## config.mk

```make
export PLATFORM = sky130hd
export DESIGN_NAME = spooky_v2_long_hash128
export DESIGN_NICKNAME = d
export VERILOG_FILES = /design/src/hdl/spky_pkg.sv /design/src/hdl/spooky_v2_long_hash128.sv /design/src/hdl/spky_front.sv /design/src/hdl/spky_fifo.sv /design/src/hdl/spky_back.sv
export VERILOG_INCLUDE_DIRS = /design/src /design/src/hdl
export SDC_FILE = /design/constraint.sdc
export NUM_CORES = 2
export LEC_CHECK = 0
export BUFFER_PORTS_ARGS = -buffer_cell sky130_fd_sc_hd__clkbuf_2
export CAP_MARGIN = 15
export CORE_MARGIN = 1.5
export CORE_UTILIZATION = 35
export DETAILED_ROUTE_END_ITERATION = 12
export SLEW_MARGIN = 20
export SYNTH_ARGS = -nofsm -noshare
export SYNTH_HDL_FRONTEND = slang
export SYNTH_SLANG_ARGS = --single-unit
```

## constraint.sdc

```tcl
create_clock -name clk_i -period 21.3 [get_ports clk_i]
set_clock_uncertainty 0.15 [all_clocks]
set_input_delay 4.26 -clock clk_i [delete_from_list [all_inputs] [get_ports clk_i]]
set_output_delay 4.26 -clock clk_i [all_outputs]
set_load 0.05 [all_outputs]
```

## src/hdl/assert_macros.svh

```systemverilog
// Assertion helpers. Both expect clk_i and rst_ni in the enclosing module.
`ifndef ASSERT_MACROS_SVH
`define ASSERT_MACROS_SVH
`ifndef NO_ASSERTIONS
`define ASSERT_CLK(lbl, prop) \
  lbl: assert property (@(posedge clk_i) disable iff (!rst_ni) (prop)) \
    else $error("%m: check failed");
`define ASSERT_NEVER(lbl, cond) \
  lbl: assert property (@(posedge clk_i) disable iff (!rst_ni) !(cond)) \
    else $error("%m: forbidden condition seen");
`else
`define ASSERT_CLK(lbl, prop)
`define ASSERT_NEVER(lbl, cond)
`endif
`endif

```

## src/hdl/spky_pkg.sv

```systemverilog
`timescale 1ns / 1ps
package spky_pkg;

  localparam int unsigned NWords        = 12;
  localparam int unsigned QueueDepthDef = 4;
  localparam logic [3:0]  LastStep      = 4'(NWords - 1);
  localparam logic [1:0]  LastRound     = 2'd2;
  localparam logic [63:0] SeedConst     = 64'hdeadbeefdeadbeef;

  typedef enum logic [1:0] {
    CFG_SEED_LOW  = 2'd0,
    CFG_SEED_HIGH = 2'd1
  } spky_cfg_e;

  typedef enum logic [2:0] {
    ST_IDLE,
    ST_MIX,
    ST_TAIL,
    ST_END,
    ST_DONE
  } spky_state_e;

  typedef struct packed {
    logic [63:0] data_word;
    logic [3:0]  byte_count;
    logic        last;
  } spky_in_t;

  typedef struct packed {
    logic [63:0] digest_word;
    logic        digest_last;
  } spky_out_t;

  // One classified word handed from the front end to the engine.
  typedef struct packed {
    logic [63:0] word;       // masked data
    logic [3:0]  pos;        // slot in the current block
    logic        first;      // opens a message
    logic        stored;     // carries at least one byte
    logic        completes;  // fills the block
    logic        last;
    logic [3:0]  tail_words; // stored words in the tail block
    logic [6:0]  tail_len;   // tail length in bytes
  } spky_entry_t;

  function automatic logic [63:0] spky_rotl(input logic [63:0] x, input logic [5:0] r);
    logic [127:0] t;
    t = {x, x} << r;
    return t[127:64];
  endfunction

  function automatic logic [5:0] mix_rot(input logic [3:0] i);
    logic [5:0] r;
    case (i)
      4'd0:    r = 6'd11;
      4'd1:    r = 6'd32;
      4'd2:    r = 6'd43;
      4'd3:    r = 6'd31;
      4'd4:    r = 6'd17;
      4'd5:    r = 6'd28;
      4'd6:    r = 6'd39;
      4'd7:    r = 6'd57;
      4'd8:    r = 6'd55;
      4'd9:    r = 6'd54;
      4'd10:   r = 6'd22;
      4'd11:   r = 6'd46;
      default: r = 6'd0;
    endcase
    return r;
  endfunction

  function automatic logic [5:0] end_rot(input logic [3:0] i);
    logic [5:0] r;
    case (i)
      4'd0:    r = 6'd44;
      4'd1:    r = 6'd15;
      4'd2:    r = 6'd34;
      4'd3:    r = 6'd21;
      4'd4:    r = 6'd38;
      4'd5:    r = 6'd33;
      4'd6:    r = 6'd10;
      4'd7:    r = 6'd13;
      4'd8:    r = 6'd38;
      4'd9:    r = 6'd53;
      4'd10:   r = 6'd42;
      4'd11:   r = 6'd54;
      default: r = 6'd0;
    endcase
    return r;
  endfunction

endpackage

```

## src/hdl/spooky_v2_long_hash128.sv

```systemverilog
`timescale 1ns / 1ps
// Channel | Handshake               | Word
// in      | in_valid_i / in_ready_o   | spky_in_t: data_word, byte_count, last
// out     | out_valid_o / out_ready_i | spky_out_t: digest_word, digest_last
// cfg     | cfg_valid_i / cfg_ready_o | cfg_index_i, cfg_data_i (seed_low, seed_high)
//
// Flow: one word per cycle while the queue has room; a block mixes one step
//   per cycle while the next block's words fill the other bank.
// A last word adds the tail-add steps, the end rounds and the digest load, in that order.
// Reset: rst_ni async, active low; clears control, seed registers and queue.
// Stalls: out_ready_i low holds both digest words and the next digest waits;
//   a full queue drops in_ready_o.
module spooky_v2_long_hash128 #(
  parameter int unsigned QueueDepth = spky_pkg::QueueDepthDef
) (
  input  logic                clk_i,
  input  logic                rst_ni,
  input  logic                in_valid_i,
  output logic                in_ready_o,
  input  spky_pkg::spky_in_t  in_word_i,
  output logic                out_valid_o,
  input  logic                out_ready_i,
  output spky_pkg::spky_out_t out_word_o,
  input  logic                cfg_valid_i,
  output logic                cfg_ready_o,
  input  logic [1:0]          cfg_index_i,
  input  logic [63:0]         cfg_data_i
);

  logic [63:0] seed_low_q, seed_high_q;

  // front end -> queue
  logic                  push, space;
  spky_pkg::spky_entry_t push_entry;
  // queue -> engine
  logic                  q_valid, q_ready;
  spky_pkg::spky_entry_t q_entry;

  // Config writes; unknown indexes are dropped.
  assign cfg_ready_o = 1'b1;

  always_ff @(posedge clk_i or negedge rst_ni) begin
    if (!rst_ni) begin
      seed_low_q  <= 64'd0;
      seed_high_q <= 64'd0;
    end else if (cfg_valid_i) begin
      case (cfg_index_i)
        spky_pkg::CFG_SEED_LOW:  seed_low_q  <= cfg_data_i;
        spky_pkg::CFG_SEED_HIGH: seed_high_q <= cfg_data_i;
        default: begin
        end
      endcase
    end
  end

  // Masks the tail bytes, tracks block position and message boundaries.
  spky_front u_front (
    .clk_i      (clk_i),
    .rst_ni     (rst_ni),
    .in_valid_i (in_valid_i),
    .in_ready_o (in_ready_o),
    .in_word_i  (in_word_i),
    .space_i    (space),
    .push_o     (push),
    .entry_o    (push_entry)
  );

  spky_fifo #(
    .Depth (QueueDepth)
  ) u_fifo (
    .clk_i      (clk_i),
    .rst_ni     (rst_ni),
    .wr_valid_i (push),
    .wr_ready_o (space),
    .wr_entry_i (push_entry),
    .rd_valid_o (q_valid),
    .rd_ready_i (q_ready),
    .rd_entry_o (q_entry)
  );

  // Block buffer, hash state, mix/end sequencer and digest output register.
  spky_back u_back (
    .clk_i       (clk_i),
    .rst_ni      (rst_ni),
    .seed_low_i  (seed_low_q),
    .seed_high_i (seed_high_q),
    .q_valid_i   (q_valid),
    .q_ready_o   (q_ready),
    .q_entry_i   (q_entry),
    .out_valid_o (out_valid_o),
    .out_ready_i (out_ready_i),
    .out_word_o  (out_word_o)
  );

endmodule

```

## src/hdl/spky_front.sv

```systemverilog
`timescale 1ns / 1ps
module spky_front (
  input  logic                  clk_i,
  input  logic                  rst_ni,
  input  logic                  in_valid_i,
  output logic                  in_ready_o,
  input  spky_pkg::spky_in_t    in_word_i,
  input  logic                  space_i,
  output logic                  push_o,
  output spky_pkg::spky_entry_t entry_o
);

  logic [3:0] pos_q, pos_d;
  logic       in_msg_q, in_msg_d;
  logic [3:0] eff;
  logic       accept;

  assign in_ready_o = space_i;
  assign accept     = in_valid_i && space_i;
  assign push_o     = accept;

  always_comb begin
    // non-last words always count as full
    if (!in_word_i.last || (in_word_i.byte_count inside {[4'd8:4'd15]})) begin
      eff = 4'd8;
    end else begin
      eff = in_word_i.byte_count;
    end
    for (int b = 0; b < 8; b++) begin
      entry_o.word[8*b +: 8] = (4'(b) < eff) ? in_word_i.data_word[8*b +: 8] : 8'h00;
    end
    entry_o.pos       = pos_q;
    entry_o.first     = !in_msg_q;
    entry_o.stored    = (eff != 4'd0);
    entry_o.completes = (eff == 4'd8) && (pos_q == spky_pkg::LastStep);
    entry_o.last      = in_word_i.last;
    if (entry_o.completes) begin
      entry_o.tail_words = 4'd0;
      entry_o.tail_len   = 7'd0;
    end else begin
      entry_o.tail_words = pos_q + {3'b000, entry_o.stored};
      entry_o.tail_len   = {pos_q, 3'b000} + {3'b000, eff};
    end
  end

  always_comb begin
    pos_d    = pos_q;
    in_msg_d = in_msg_q;
    if (accept) begin
      if (in_word_i.last) begin
        pos_d    = 4'd0;
        in_msg_d = 1'b0;
      end else begin
        pos_d    = (pos_q == spky_pkg::LastStep) ? 4'd0 : pos_q + 4'd1;
        in_msg_d = 1'b1;
      end
    end
  end

  always_ff @(posedge clk_i or negedge rst_ni) begin
    if (!rst_ni) begin
      pos_q    <= 4'd0;
      in_msg_q <= 1'b0;
    end else begin
      pos_q    <= pos_d;
      in_msg_q <= in_msg_d;
    end
  end

endmodule

```

## src/hdl/spky_fifo.sv

```systemverilog
`timescale 1ns / 1ps
`include "assert_macros.svh"
module spky_fifo #(
  parameter int unsigned Depth = spky_pkg::QueueDepthDef
) (
  input  logic                  clk_i,
  input  logic                  rst_ni,
  input  logic                  wr_valid_i,
  output logic                  wr_ready_o,
  input  spky_pkg::spky_entry_t wr_entry_i,
  output logic                  rd_valid_o,
  input  logic                  rd_ready_i,
  output spky_pkg::spky_entry_t rd_entry_o
);

  localparam int unsigned PtrW = (Depth > 1) ? $clog2(Depth) : 1;
  localparam int unsigned CntW = $clog2(Depth + 1);

  spky_pkg::spky_entry_t mem_q [Depth];
  logic [PtrW-1:0] wr_ptr_q, rd_ptr_q;
  logic [CntW-1:0] cnt_q;
  logic            push, pop;

  assign wr_ready_o = (cnt_q != CntW'(Depth));
  assign rd_valid_o = (cnt_q != '0);
  assign rd_entry_o = mem_q[rd_ptr_q];
  assign push       = wr_valid_i && wr_ready_o;
  assign pop        = rd_valid_o && rd_ready_i;

  always_ff @(posedge clk_i) begin
    if (push) begin
      mem_q[wr_ptr_q] <= wr_entry_i;
    end
  end

  always_ff @(posedge clk_i or negedge rst_ni) begin
    if (!rst_ni) begin
      wr_ptr_q <= '0;
      rd_ptr_q <= '0;
      cnt_q    <= '0;
    end else begin
      if (push) begin
        wr_ptr_q <= (wr_ptr_q == PtrW'(Depth - 1)) ? '0 : wr_ptr_q + 1'b1;
      end
      if (pop) begin
        rd_ptr_q <= (rd_ptr_q == PtrW'(Depth - 1)) ? '0 : rd_ptr_q + 1'b1;
      end
      if (push && !pop) begin
        cnt_q <= cnt_q + 1'b1;
      end else if (pop && !push) begin
        cnt_q <= cnt_q - 1'b1;
      end
    end
  end

  `ASSERT_NEVER(a_fifo_overfill, cnt_q > CntW'(Depth))

endmodule

```

## src/hdl/spky_back.sv

```systemverilog
`timescale 1ns / 1ps
`include "assert_macros.svh"
module spky_back (
  input  logic                  clk_i,
  input  logic                  rst_ni,
  input  logic [63:0]           seed_low_i,
  input  logic [63:0]           seed_high_i,
  input  logic                  q_valid_i,
  output logic                  q_ready_o,
  input  spky_pkg::spky_entry_t q_entry_i,
  output logic                  out_valid_o,
  input  logic                  out_ready_i,
  output spky_pkg::spky_out_t   out_word_o
);

  localparam int unsigned NW = spky_pkg::NWords;

  spky_pkg::spky_state_e st_q, st_d;
  logic [3:0]  step_q, step_d;
  logic [1:0]  round_q, round_d;
  logic        bank_q, bank_d;
  logic        mix_bank_q, mix_bank_d;
  logic        fin_pend_q, fin_pend_d;
  logic [1:0]  out_cnt_q, out_cnt_d;
  logic [3:0]  tail_words_q;
  logic [6:0]  tail_len_q;
  logic [63:0] lo_q, hi_q;
  logic [63:0] s_q [NW];
  logic [63:0] s_d [NW];
  logic [63:0] upd [NW];
  logic [63:0] buf_q [2][NW];

  logic        take, needs_engine, load_digest, step_last;
  logic        rd_bank;
  logic [63:0] rd_word, tail_word, t0, e11;

  assign needs_engine = q_entry_i.completes || q_entry_i.last;
  // Plain words may land in the free bank while a block is being mixed.
  assign take = q_valid_i &&
                ((st_q == spky_pkg::ST_IDLE) ||
                 ((st_q == spky_pkg::ST_MIX) && !fin_pend_q && !needs_engine &&
                  !q_entry_i.first));
  assign q_ready_o = take;

  assign step_last = (step_q == spky_pkg::LastStep);
  assign rd_bank   = (st_q == spky_pkg::ST_MIX) ? mix_bank_q : bank_q;
  assign rd_word   = buf_q[rd_bank][step_q];

  always_comb begin
    tail_word = (step_q < tail_words_q) ? rd_word : 64'd0;
    if (step_last) begin
      tail_word = {1'b0, tail_len_q, tail_word[55:0]};
    end
  end

  // Datapath: the state array is rotated by one word per step, so the
  // active word always sits at slot 0.
  always_comb begin
    t0  = s_q[0] + rd_word;
    e11 = s_q[11] + s_q[1];
    for (int j = 0; j < NW; j++) begin
      upd[j] = s_q[j];
    end
    case (st_q)
      spky_pkg::ST_MIX: begin
        upd[0]  = spky_pkg::spky_rotl(t0, spky_pkg::mix_rot(step_q));
        upd[2]  = s_q[2] ^ s_q[10];
        upd[11] = (s_q[11] ^ t0) + s_q[1];
      end
      spky_pkg::ST_TAIL: begin
        upd[0] = s_q[0] + tail_word;
      end
      spky_pkg::ST_END: begin
        upd[11] = e11;
        upd[2]  = s_q[2] ^ e11;
        upd[1]  = spky_pkg::spky_rotl(s_q[1], spky_pkg::end_rot(step_q));
      end
      default: begin
      end
    endcase
    if ((st_q == spky_pkg::ST_MIX) || (st_q == spky_pkg::ST_TAIL) ||
        (st_q == spky_pkg::ST_END)) begin
      for (int j = 0; j < NW - 1; j++) begin
        s_d[j] = upd[j+1];
      end
      s_d[NW-1] = upd[0];
    end else begin
      for (int j = 0; j < NW; j++) begin
        s_d[j] = s_q[j];
      end
    end
    if (take && q_entry_i.first) begin
      for (int g = 0; g < NW / 3; g++) begin
        s_d[3*g]     = seed_low_i;
        s_d[3*g + 1] = seed_high_i;
        s_d[3*g + 2] = spky_pkg::SeedConst;
      end
    end
  end

  // Sequencer
  always_comb begin
    st_d        = st_q;
    step_d      = step_q;
    round_d     = round_q;
    bank_d      = bank_q;
    mix_bank_d  = mix_bank_q;
    fin_pend_d  = fin_pend_q;
    out_cnt_d   = out_cnt_q;
    load_digest = 1'b0;
    if (out_valid_o && out_ready_i) begin
      out_cnt_d = out_cnt_q - 2'd1;
    end
    case (st_q)
      spky_pkg::ST_IDLE: begin
        if (take) begin
          if (q_entry_i.completes) begin
            st_d       = spky_pkg::ST_MIX;
            step_d     = 4'd0;
            mix_bank_d = bank_q;
            bank_d     = !bank_q;
            fin_pend_d = q_entry_i.last;
          end else if (q_entry_i.last) begin
            st_d   = spky_pkg::ST_TAIL;
            step_d = 4'd0;
          end
        end
      end
      spky_pkg::ST_MIX: begin
        step_d = step_q + 4'd1;
        if (step_last) begin
          step_d     = 4'd0;
          fin_pend_d = 1'b0;
          st_d       = fin_pend_q ? spky_pkg::ST_TAIL : spky_pkg::ST_IDLE;
        end
      end
      spky_pkg::ST_TAIL: begin
        step_d = step_q + 4'd1;
        if (step_last) begin
          step_d  = 4'd0;
          round_d = 2'd0;
          st_d    = spky_pkg::ST_END;
        end
      end
      spky_pkg::ST_END: begin
        step_d = step_q + 4'd1;
        if (step_last) begin
          step_d  = 4'd0;
          round_d = round_q + 2'd1;
          if (round_q == spky_pkg::LastRound) begin
            st_d = spky_pkg::ST_DONE;
          end
        end
      end
      spky_pkg::ST_DONE: begin
        if (out_cnt_q == 2'd0) begin
          load_digest = 1'b1;
          out_cnt_d   = 2'd2;
          st_d        = spky_pkg::ST_IDLE;
        end
      end
      default: begin
        st_d = spky_pkg::ST_IDLE;
      end
    endcase
  end

  always_ff @(posedge clk_i or negedge rst_ni) begin
    if (!rst_ni) begin
      st_q       <= spky_pkg::ST_IDLE;
      step_q     <= 4'd0;
      round_q    <= 2'd0;
      bank_q     <= 1'b0;
      mix_bank_q <= 1'b0;
      fin_pend_q <= 1'b0;
      out_cnt_q  <= 2'd0;
    end else begin
      st_q       <= st_d;
      step_q     <= step_d;
      round_q    <= round_d;
      bank_q     <= bank_d;
      mix_bank_q <= mix_bank_d;
      fin_pend_q <= fin_pend_d;
      out_cnt_q  <= out_cnt_d;
    end
  end

  always_ff @(posedge clk_i) begin
    for (int j = 0; j < NW; j++) begin
      s_q[j] <= s_d[j];
    end
    if (take && q_entry_i.stored) begin
      buf_q[bank_q][q_entry_i.pos] <= q_entry_i.word;
    end
    if (take && q_entry_i.last) begin
      tail_words_q <= q_entry_i.tail_words;
      tail_len_q   <= q_entry_i.tail_len;
    end
    if (load_digest) begin
      lo_q <= s_q[0];
      hi_q <= s_q[1];
    end
  end

  assign out_valid_o            = (out_cnt_q != 2'd0);
  assign out_word_o.digest_word = (out_cnt_q == 2'd2) ? lo_q : hi_q;
  assign out_word_o.digest_last = (out_cnt_q == 2'd1);

  `ASSERT_CLK(a_mix_other_bank, (st_q == spky_pkg::ST_MIX) |-> (mix_bank_q != bank_q))
  `ASSERT_CLK(a_fin_pend_in_mix, fin_pend_q |-> (st_q == spky_pkg::ST_MIX))
  `ASSERT_CLK(a_done_waits, (st_q == spky_pkg::ST_DONE && out_valid_o) |=> st_q == spky_pkg::ST_DONE)
  `ASSERT_NEVER(a_out_cnt_range, out_cnt_q == 2'd3)

endmodule

```

# Word level (Yosys, flattened, before mapping)
# Memory sizes are Yosys's and may differ from the RTL's.
# Index checks and enable logic that the tools add are counted.
# W data, S select, Z words.
[word_totals]
n_memories = 5
output_inout_bits = 68
ramBits = 2636
inputBits = 140
elab_cells = 192
ff_bits = 293
rom_bits = 192
[classes]
eq_ne = 22
reduce_logical = 47
n_mux = 65
shifts = 2
n_addsub = 14
bitwise = 5
order_cmp = 14
[mem_list]
columns = ["memory", "depth", "width", "rd", "rd_ports_with_merged_regs", "wr", "line", "rtl"]
rows = [
  ["u_back.buf_q", 2, 768, 1, 0, 1, "spky_back.sv:31", "logic [63:0] buf_q [2][NW];"],
  ["u_back.s_q", 12, 64, 12, 0, 12, "spky_back.sv:28", "logic [63:0] s_q [NW];"],
  ["u_fifo.mem_q", 4, 83, 1, 0, 1, "spky_fifo.sv:19", "spky_pkg::spky_entry_t mem_q [Depth];"],
  ["(no name shown)", 16, 6, 1, 0, 0, "spky_pkg.sv:54", "case (i)"],
  ["(no name shown)", 16, 6, 1, 0, 0, "spky_pkg.sv:74", "case (i)"],
]
[ops]
columns = ["cell", "n"]
rows = [
  ["$mux W768", 3],
  ["$mux W64", 7],
  ["$pmux W64 S2", 3],
  ["$add A64 B64 Y64", 4],
  ["$bmux W64 S4", 1],
  ["$demux W64 S4", 1],
  ["$shl A128 B6 Y128", 2],
  ["$xor A64 B64 Y64", 3],
  ["$mux W8", 8],
  ["$mux W3", 10],
  ["$mux W4", 7],
  ["$logic_and A1 B1 Y1", 16],
  ["$lt A3 B4 Y1 const A", 4],
  ["$mux W2", 8],
  ["$pmux W3 S5", 1],
  ["$eq A4 B4 Y1 const B", 3],
  ["$mux W6", 2],
  ["$ne A2 B1 Y1 const B", 6],
  ["$mux W11", 1],
  ["$ge A5 B5 Y1 const B", 2],
  ["$mux W1", 10],
  ["$not A4 Y5", 2],
  ["$reduce_bool A2 Y1", 5],
  ["$reduce_and A3 Y1", 3],
  ["34 further kinds", 57],
]

# Longest topological paths before layout
# An unclocked memory read counts as a cell.
[depth]
ltp_word = 12
mapped_depth = 35
mapped_depth_nobuf = 28

# Modules after synthesis
# A second synthesis with hierarchy kept.
[hier_totals]
hier_cells = 10799
area_unflattened_um2 = 141398.1
[by_module_without_submodules]
columns = ["mod", "instances", "cells_each", "seq_area_each_um2", "area_per_inst_um2"]
rows = [
  ["spky_back", 1, 9922, 71148.2, 122832.8],
  ["spky_fifo", 1, 470, 10144.7, 12411.9],
  ["spooky_v2_long_hash128", 1, 274, 3203.1, 5201.2],
  ["spky_front", 1, 133, 125.1, 952.2],
]

# Worst setup path after synthesis
# Ideal clock, no wire load.
[synth_timing]
kind = "register to register"
startpoint = "register u_fifo.rd_ptr_q[1] (netlist name)"
endpoint = "memory u_back.s_q[0][0], enable pin"
t_arrival_ns = 15.832
stages_incl_launch_ff = 9
path_buffers = 4
t_required_ns = 20.073
slack_ns = 4.241
period_less_slack_ns = 17.059
setup_time_ns = 1.077
path_cell_list = "dfrtp_1 -> buf_1 -> mux4_2 -> and3_1 -> clkbuf_1 -> nor2_1 -> inv_2 -> clkbuf_1 -> clkbuf_1"
[synth_rtl]
columns = ["item", "line"]
rows = [
  ["to (decl)", "spky_back.sv:28"],
]

==> results.md <==
- Fin area: 160000 um2
- Seq/Total Area, Yosys: 0.595
- Post-Syn Nets: 11400
- Synth top area share: 0.532
- GRT Overall Usage: 0.233
- Req. time, crit path: 21.80 ns
- Worst skew pair latency: 1.00 ns
- Detail Placement HPWL: about 340000 um
- RSZ-0062 raised after global routing: false
- Setup CP Type: register to register
- Clock buffer depth: 4
- DRT antenna net count: 0
- Setup TNS: 0 ns
- Cells after Synth: ~11000
- Final wirelength: 492000 um
- Row count: 233
- Async SR Flop Fraction: 0.0526
- DRC Markers: 0
- CTS Hold Bufs: 0
- Initial Util: 0.352
- CP Data Arrival Time: 12.94 ns
- Maxcap violations: 0
- Area growth syn-to-layout: 12.3%
- Initial DRC count: 12500
- Worst setup margin: 8.86 ns
- Core ar.: 404000 um2
- H-tree depth: 5
- DIE AREA: 410000 um2
- Highest clock rate: between 80 and 90 MHz
- # setup viols final: 0
- Die height: 641 um
- CTS buffer count: 310
- PortBufs: 206
- Share of cells above drive strength 1: 0.164
- Fin. Hold Viols: 0
- Outcome: finished clean
- DR top layer: met5
- Crit path capture type: register
- Core Util, Final: 0.396
- Pin count of the biggest net entering global routing: 129
- Post-DP Area: 150000 um2
- Synth area leaders: edfxtp_1, mux4_2, dfxtp_1, nand2_1, mux2i_1
- Synth Area per Inst: 13.0 um2
- DR vias: 97900
- Yosys warns: 0
- Wire length per cell: just under 30 um
- Worst hold path class: register to register
- Final GP Congestion: 1.04
- Measured slew at the worst slew-check pin: roughly 1.3 ns
- Yosys reg bits: 2929
- Post-synth EDFFs: 2519
- Period utilization: 0.584
- Post-CTS setup buffer count: 0
- Post-synth top area cell: edfxtp_1
- DR vias/cell: 5.85
- First-pass GRT wire length: 694000 um
- CTS Sinks: roughly 3000
- Crit path time final: 12.44 ns
- Slew margin rel.: 0.140
- Metal-1 WL: 207000 um
- Met3 WL: 40800 um
- Die Width: around 640 um
- Crit start category: register
- Crit Path Max Fanout: 77
- Cell Area, Synth: 142000 um2
- WL met2: 219000 um
- Drt first pass iters: 7
- Vias in the first global route: 93000
- I/O pin count: 208
- Post_cts resized: 0
- Post-placement setup slack: 8.87 ns
- Clk root buf: clkbuf_16
- CTS tree: yes
- Reg clk slew, reported paths: 0.06 ns
- Reg2Reg Setup Slack: 8.86 ns
- Pins Over Slew Limit: 0
- Ys flop type: edfxtp_1
- Gr ovfl total: 0
- Cell variety after synth: approximately 130
- Fin nets: ~11000
- Initial antenna violation count: 25
[cell usage after synthesis (139+ instances only)]
library cell  instances
clkbuf_1            499
xnor2_1             182
a21oi_1             537
nor2_1              603
a21o_1              153
inv_1               260
nor3_1              173
a31oi_1             139
o21ai_0             735
ha_1                295
edfxtp_1           2519
dfrtp_1             154
nand3_1             191
mux4_2              518
nand2_1            1277
dfxtp_1             256
mux2i_1             387
mux2_2              283
[flip-flops by register name (all words and copies together) (netlist names), 7 cells and up]
name               count
u_back.buf_q        1536
u_back.s_q           768
u_fifo.mem_q         332
seed_high_q           64
seed_low_q            64
u_back.hi_q           64
u_back.lo_q           64
u_back.tail_len_q      7
[critical path, stage by stage (launching register included)]
cell	delay, ns
dfrtp_4	0.84
nor3b_4	0.07
buf_4	0.35
o21ai_4	0.62
buf_4	0.71
buf_12	0.54
buf_4	0.82
mux4_2	0.60
mux4_2	0.49
o2bb2ai_1	0.29
ha_1	0.49
o21ai_1	0.18
o211ai_2	0.31
a31oi_2	0.27
a21oi_1	1.00
o21ai_1	0.16
a311oi_1	0.88
xor2_1	0.19
ha_1	0.49
nand3_1	0.21
or3_1	0.35
a211oi_1	0.37
o21ai_0	0.27
o211ai_1	0.32
a21oi_1	0.21
o41ai_1	0.46
xnor2_1	0.18
a21oi_1	0.09
[metrics by stage]
| stage | hold slack, ns | std cells |
|---|---|---|
| 2_1_floorplan | 0.258 | 11000 |
| 3_3_place_gp | 0.259 | 16100 |
| 3_5_place_dp | 0.265 | 16100 |
| 4_1_cts | 0.263 | 16700 |
| 5_1_grt | 0.291 | 16700 |
| 6_report | 0.264 | 16700 |
[kinds of logic (layout without fill, tap and decap cells)]
group | Yosys count | count (layout) | synth area share
flops | 2929 | 2929 | 0.595
simple gates | 2761 | 2761 | 0.0864
compound gates | 2582 | 2582 | 0.118
mux | 1191 | 1191 | 0.132
buf+inv | 918 | 1260 | 0.0248
fa+ha+maj | 300 | 300 | 0.0266
xor+xnor | 285 | 285 | 0.0176
other cells | 1 | 10 | 0.0000264
[layout by cell type, fill, tap and decap left out, types with 75 or more instances in the layout]
cell	netlist	final
a211oi_1	91	90
a21o_1	153	150
a21oi_1	537	531
a22oi_1	77	75
a31oi_1	139	138
and2_1	85	85
buf_4	8	219
clkbuf_16	0	310
clkbuf_2	0	205
dfrtp_1	154	147
dfxtp_1	256	256
edfxtp_1	2519	2519
ha_1	295	294
inv_1	260	257
mux2_2	283	283
mux2i_1	387	387
mux4_2	518	518
nand2_1	1277	1275
nand3_1	191	190
nand4_1	79	79
nor2_1	603	569
nor2b_1	128	128
nor3_1	173	171
o211ai_1	110	110
o21ai_0	735	734
xnor2_1	182	182
xor2_1	102	102
[cell type report]
| cell class | instances | area, um2 |
|---|---|---|
| Clock buffer | 388 | 8170 |
| Multi-Input combinational cell | 7120 | 54700 |
| Fill cell | 37800 | 244000 |
| Timing Repair Buffer | 429 | 2760 |
| Antenna cell | 9 | 22.5 |
| Sequential cell | 2929 | 84600 |
| Clock inverter | 180 | 1790 |
| Inverter | 263 | 1000 |
| Tap cell | 5405 | 6760 |
[metal layers]
layer / track usage / up-vias
met5: 0 / -
met4: 0.101 / 6
met3: 0.0384 / 883
met2: 0.358 / 4495
met1: 0.325 / 50000
li1: - / 42500
[path summary, 6_finish.rpt]
| path | startpoint | end | depth (start not counted) |
|---|---|---|---|
| max | u_back.st_q[2] | u_back.s_q[2][189] | 27 |
| min | u_back.s_q[2][104] | u_back.s_q[2][40] | 2 |
| max reg2reg | u_back.st_q[2] | u_back.s_q[2][189] | 27 |
| min reg2reg | u_back.s_q[2][104] | u_back.s_q[2][40] | 2 |
| max in group asynchronous | rst_ni | seed_low_q[6] | 2 |
| min in group asynchronous | rst_ni | seed_low_q[30] | 1 |
Power is not shown: default switching activity piles up to over one toggle a cycle in this logic, so the estimate is an artifact.
